File: src/rtl/pfq_pkg.sv
// pfq_pkg: shared types and constants of the packet FIFO with length queue.
// Item and result word layouts, operation codes, register indexes, command/status structs.
// No dependencies.
package pfq_pkg;

	localparam int DEF_DATA_DEPTH  = 2048;
	localparam int DEF_QUEUE_DEPTH = 256;

	// capacity registers after reset (clamped to the depths)
	localparam int RST_DATA_CAP   = 2048;
	localparam int RST_PACKET_CAP = 256;

	localparam int CFG_DATA_W   = 12;
	localparam int DATA_CAP_W   = 12;
	localparam int PACKET_CAP_W = 9;

	typedef enum logic [1:0] {
		OP_WRITE  = 2'd0,
		OP_READ   = 2'd1,
		OP_CLEAR  = 2'd2,
		OP_STATUS = 2'd3
	} op_t;

	typedef enum logic {
		REG_DATA_CAP   = 1'b0,
		REG_PACKET_CAP = 1'b1
	} cfg_reg_t;

	typedef struct packed {
		op_t        operation;
		logic [7:0] data_byte;
		logic [7:0] packet_len;
	} item_t;

	typedef struct packed {
		logic [7:0]  read_byte;
		logic        byte_valid;
		logic        packet_end;
		logic        data_overflow;
		logic        packet_overflow;
		logic [7:0]  packets_stored;
		logic [10:0] bytes_stored;
		logic [10:0] next_packet_size;
	} result_t;

	// controller -> datapath
	typedef struct packed {
		logic take;
		logic check;
		logic write;
		logic clear;
		logic rd_fetch;
		logic rd_pop;
		logic st_fetch;
		logic st_load;
		logic cfg_write;
	} pfq_cmd_t;

	// datapath -> controller
	typedef struct packed {
		logic out_free;
	} pfq_stat_t;

endpackage

File: src/rtl/pfq_ctrl.sv
// pfq_ctrl: sequencer of the packet FIFO; one word at a time.
// Depends on pfq_pkg (op_t, pfq_cmd_t, pfq_stat_t).
module pfq_ctrl (
	input  logic              clk,
	input  logic              arst_n,
	input  logic              item_valid,
	input  pfq_pkg::op_t      item_op,
	input  logic              cfg_valid,
	input  pfq_pkg::pfq_stat_t stat,
	output logic              item_stall,
	output logic              cfg_ready,
	output pfq_pkg::pfq_cmd_t cmd
);
	import pfq_pkg::*;

	typedef enum logic [2:0] {
		S_IDLE,
		S_CHECK,
		S_WRITE,
		S_CLEAR,
		S_RD_FETCH,
		S_RD_POP,
		S_ST_FETCH,
		S_ST_LOAD
	} state_t;

	state_t state_q;

	always_ff @(posedge clk or negedge arst_n) begin
		if (!arst_n) begin
			state_q <= S_IDLE;
		end else begin
			unique case (state_q)
				S_IDLE: begin
					if (item_valid) begin
						unique case (item_op)
							OP_WRITE:  state_q <= S_CHECK;
							OP_READ:   state_q <= S_RD_FETCH;
							OP_CLEAR:  state_q <= S_CLEAR;
							OP_STATUS: state_q <= S_ST_FETCH;
						endcase
					end
				end
				S_CHECK:    state_q <= S_WRITE;
				S_WRITE:    state_q <= S_ST_FETCH;
				S_CLEAR:    state_q <= S_ST_FETCH;
				S_RD_FETCH: state_q <= S_RD_POP;
				S_RD_POP:   state_q <= S_ST_FETCH;
				S_ST_FETCH: state_q <= S_ST_LOAD;
				S_ST_LOAD: begin
					if (stat.out_free) state_q <= S_IDLE;
				end
			endcase
		end
	end

	// config is taken only when idle and no word is offered in the same cycle
	always_comb begin
		cmd           = '0;
		cmd.take      = (state_q == S_IDLE) && item_valid;
		cmd.cfg_write = (state_q == S_IDLE) && cfg_valid && !item_valid;
		cmd.check     = (state_q == S_CHECK);
		cmd.write     = (state_q == S_WRITE);
		cmd.clear     = (state_q == S_CLEAR);
		cmd.rd_fetch  = (state_q == S_RD_FETCH);
		cmd.rd_pop    = (state_q == S_RD_POP);
		cmd.st_fetch  = (state_q == S_ST_FETCH);
		cmd.st_load   = (state_q == S_ST_LOAD) && stat.out_free;
	end

	assign item_stall = (state_q != S_IDLE);
	assign cfg_ready  = (state_q == S_IDLE) && !item_valid;

endmodule

File: config.mk
export PLATFORM = sky130hd
export DESIGN_NAME = pfq_ctrl
export DESIGN_NICKNAME = d
export VERILOG_FILES = /design/src/rtl/pfq_pkg.sv /design/src/rtl/pfq_ctrl.sv
export SDC_FILE = /design/constraint.sdc
export NUM_CORES = 1
export LEC_CHECK = 0
export ABC_AREA = 1
export BUFFER_PORTS_ARGS = -buffer_cell sky130_fd_sc_hd__buf_4
export CORE_AREA = 2 2 39 41
export CTS_CLUSTER_SIZE = 40
export DETAILED_ROUTE_END_ITERATION = 6
export DIE_AREA = 0 0 41 43
export PLACE_DENSITY = 0.39
export SYNTH_ARGS = -nofsm -noshare
export SYNTH_HDL_FRONTEND = slang
export SYNTH_SLANG_ARGS = --single-unit
File: constraint.sdc
create_clock -name clk -period 1.23 [get_ports clk]
set_input_delay 0.1845 -clock clk [delete_from_list [all_inputs] [get_ports clk]]
set_output_delay 0.1845 -clock clk [all_outputs]
set_load 0.05 [all_outputs]
==> results.md <==
- Critical path endpoint category: output port
- Post-route cell area: 671.9 µm²
- Sequential-to-total area share from yosys stat: 0.3191
- Min Clock Period, post-route: 1.395 ns
- DRC: 0
- Status: complete, but fails checks
- Pre-antenna DRT Iters: 2
- Worst path bufs/invs: 4
- Most used DFF post-synth: dfrtp_1
- Final setup vio count: 11
- Wirelength per Cell: 8.090 µm
- Final WL: 720 µm
- Largest net degree at the start of global routing: 7
- Critical Path Start Type: register
- Placed insts: 82
- CP startpoint: state_q[0]$_DFFE_PN0P_
- Post-synth top area share: 0.3191
- First-pass GRT wire length: 1.386 mm
- DR vias/cell: 4.045
- Synth area leaders: dfrtp_1 32%, nand2_1 21%, inv_1 9.6%
- Core area: 0.001384 mm²
- Die X: 41 µm
- Clk_lat worst skew: 0.23 ns
- Final ANT Viol Nets: 0
- Most frequent cell after synthesis: nand2_1
- Class of the worst hold path: input pin to async pin
- CTS clock-pin slew for the worst setup and hold paths: 0.04 ns
- Largest register FFs: 3
- Synthesis-to-layout area growth: 185.6%
- Crit-path max FO: 5
- Gpl congestion: 0.7073
- Total gr overflow: 0
- Register area: 77.57 µm²
- Most frequent cells after synthesis: 13 x nand2_1, 6 x inv_1, 5 x nor2_1
- Crit path cell chain: buf_6 -> inv_4 -> buf_6 -> nor3_4 -> buf_6
- Leak pwr: 0.3200 nW
- Count of pins over their slew limit: 0
- Placed inst area: 533.0 µm²
- ANT cells: 0
- Starting Density: 0.1700
- Vias in the first global route: 364
- Post-layout net count: 81
- Number of enable flip-flop cells after synthesis: 0
- Synthesized Nets: 47
- FILL cells: 132
- Hold Fails Final Rpt: 0
- Clock Path Buffers: 2
- CTS Buf Count: 3
- Setup WS post-layout: -0.1650 ns
- Biggest registers after layout: state_q x3
- Final Instance Count excl. Fillers: 89
- Req. time, crit path: 1.05 ns
- Slowest stage delay, CP: 0.39 ns
- CP dominant cell by count: buf_6
- Failing checks: negative setup slack
- Synth area leader: dfrtp_1
- Clock Tree Root: clkbuf_4
- Worst path slowest cell: dfrtp_1
- Relative slew slack: 0.8832
- Delay-heaviest family, CP: buffers and inverters
- Post-DP HPWL: 619.9 µm
- Std-Cell Rows: 14
- Tot GR Track Use: 0.1240
- Final core occ: 0.4855
- Period Utilization, post-route: 1.134
- Die area: 0.001763 mm²
- Critical path type: register to output port
- Yosys reg bits: 3
- Share of cells above drive strength 1: 0.6986
- Max IR drop VDD: 0.001526 V
- H-tree Lvls: 1
- I/O pins: 18
- Sink Count: 3
- Port Buffers: 17
- Worst r2r src: state_q[2]$_DFFE_PN0P_
- Synth warn: 0
- Highest achievable clock rate: 716.9 MHz
- Initial antenna violation count: 0
- CTS tree: built
- Least-Margin Pin Slew: 0.1751 ns
- Detailed router's first-iteration violation count: 1
- Total chip power: 1.782 mW
- Via Count: 360
- Height of the die: 43 µm
- Setup slack, reg-to-reg: 0.11 ns
- Distinct cells, synth: 10
- Post-Syn Area: 235.2 µm²
- Synth Instances: 40
- Worst Hold Slack: 0.2799 ns
- Maxcap violations: 0
- Multi-input gate area: 216.5 µm²
- Clock skew: 0.001514 ns
- Ys async rst share: 1.000
- Pwr/cell area: 2652 mW/mm²
- Largest Register: state_q
- Syn Area/Cell: 5.881 µm²
- RSZ-0062 raised after global routing: true
- Crit path arrival time: 1.21 ns
-- power breakdown --
part	switching, mW	internal, mW	total (mW)
Sequential	0.0635	0.154	0.217
Combinational	0.794	0.599	1.39
Clock	0.0501	0.122	0.172
Total	0.907	0.874	1.78
-- area by class of cell --
type                    count  area share
clock buffers               4     0.03911
inverters                   8     0.05773
multi-input cells          29      0.3222
flip-flops and latches      3      0.1155
well taps                  16     0.02980
repair buffers             29      0.4358
-- cell families after synthesis --
| group | after synthesis | share of synthesized area |
|---|---|---|
| and+or+nand+nor | 29 | 0.5533 |
| buffers and inverters | 8 | 0.1277 |
| DFF | 3 | 0.3191 |
-- through the flow --
step                TNS (ns)  setup WS (ns)
global placement           0        0.04266
floorplan            -0.7730        -0.1905
CTS                   -1.517        -0.1887
detailed placement         0        0.01030
finish                -1.238        -0.1650
global route          -2.024        -0.2324
-- worst reg2reg max path, cell delays in order, from the launching register on --
cell	delay [ns]
dfrtp_2	0.43
buf_4	0.16
nand2_1	0.12
buf_4	0.12
nand2_1	0.05
nand3_1	0.06
nand2_1	0.06
-- path summary, 6_finish.rpt --
check | to | cells after the start
max in group asynchronous | state_q[2]$_DFFE_PN0P_ | 2
worst min-delay path | state_q[1]$_DFFE_PN0P_ | 2
min in group clk | state_q[1]$_DFFE_PN0P_ | 5
worst max-delay path | cmd[5] | 5
worst min register to register | state_q[1]$_DFFE_PN0P_ | 2
worst max register to register | state_q[0]$_DFFE_PN0P_ | 6
-- per-layer routing --
metal	up-vias	wire length [µm]	global-route usage
li1	191	-	-
met1	161	266	0.1466
met2	8	422	0.1688
met3	0	32	0.03141
met4	0	0	0.1200
met5	-	0	0
-- timing repair --
item                       CTS  global route
gates resized for setup     21             4
pin swaps                    3             1
buffers inserted             2             0
hold endpoints to repair     3             0
hold buffers                 1             0
setup endpoints to repair   11            11
-- cells in the final DEF (no fill, tap or decap), drive strengths merged --
cell type | Yosys | layout
inv | 8 | 7
dfrtp | 3 | 3
nand4 | 1 | 1
nand2 | 13 | 13
dlygate4sd3 | 0 | 1
clkinvlp | 0 | 1
clkbuf | 0 | 4
buf | 0 | 28
nor2 | 6 | 6
nand3 | 5 | 5
nor3 | 4 | 4
No activity file was read; power rests on OpenSTA's default activity.
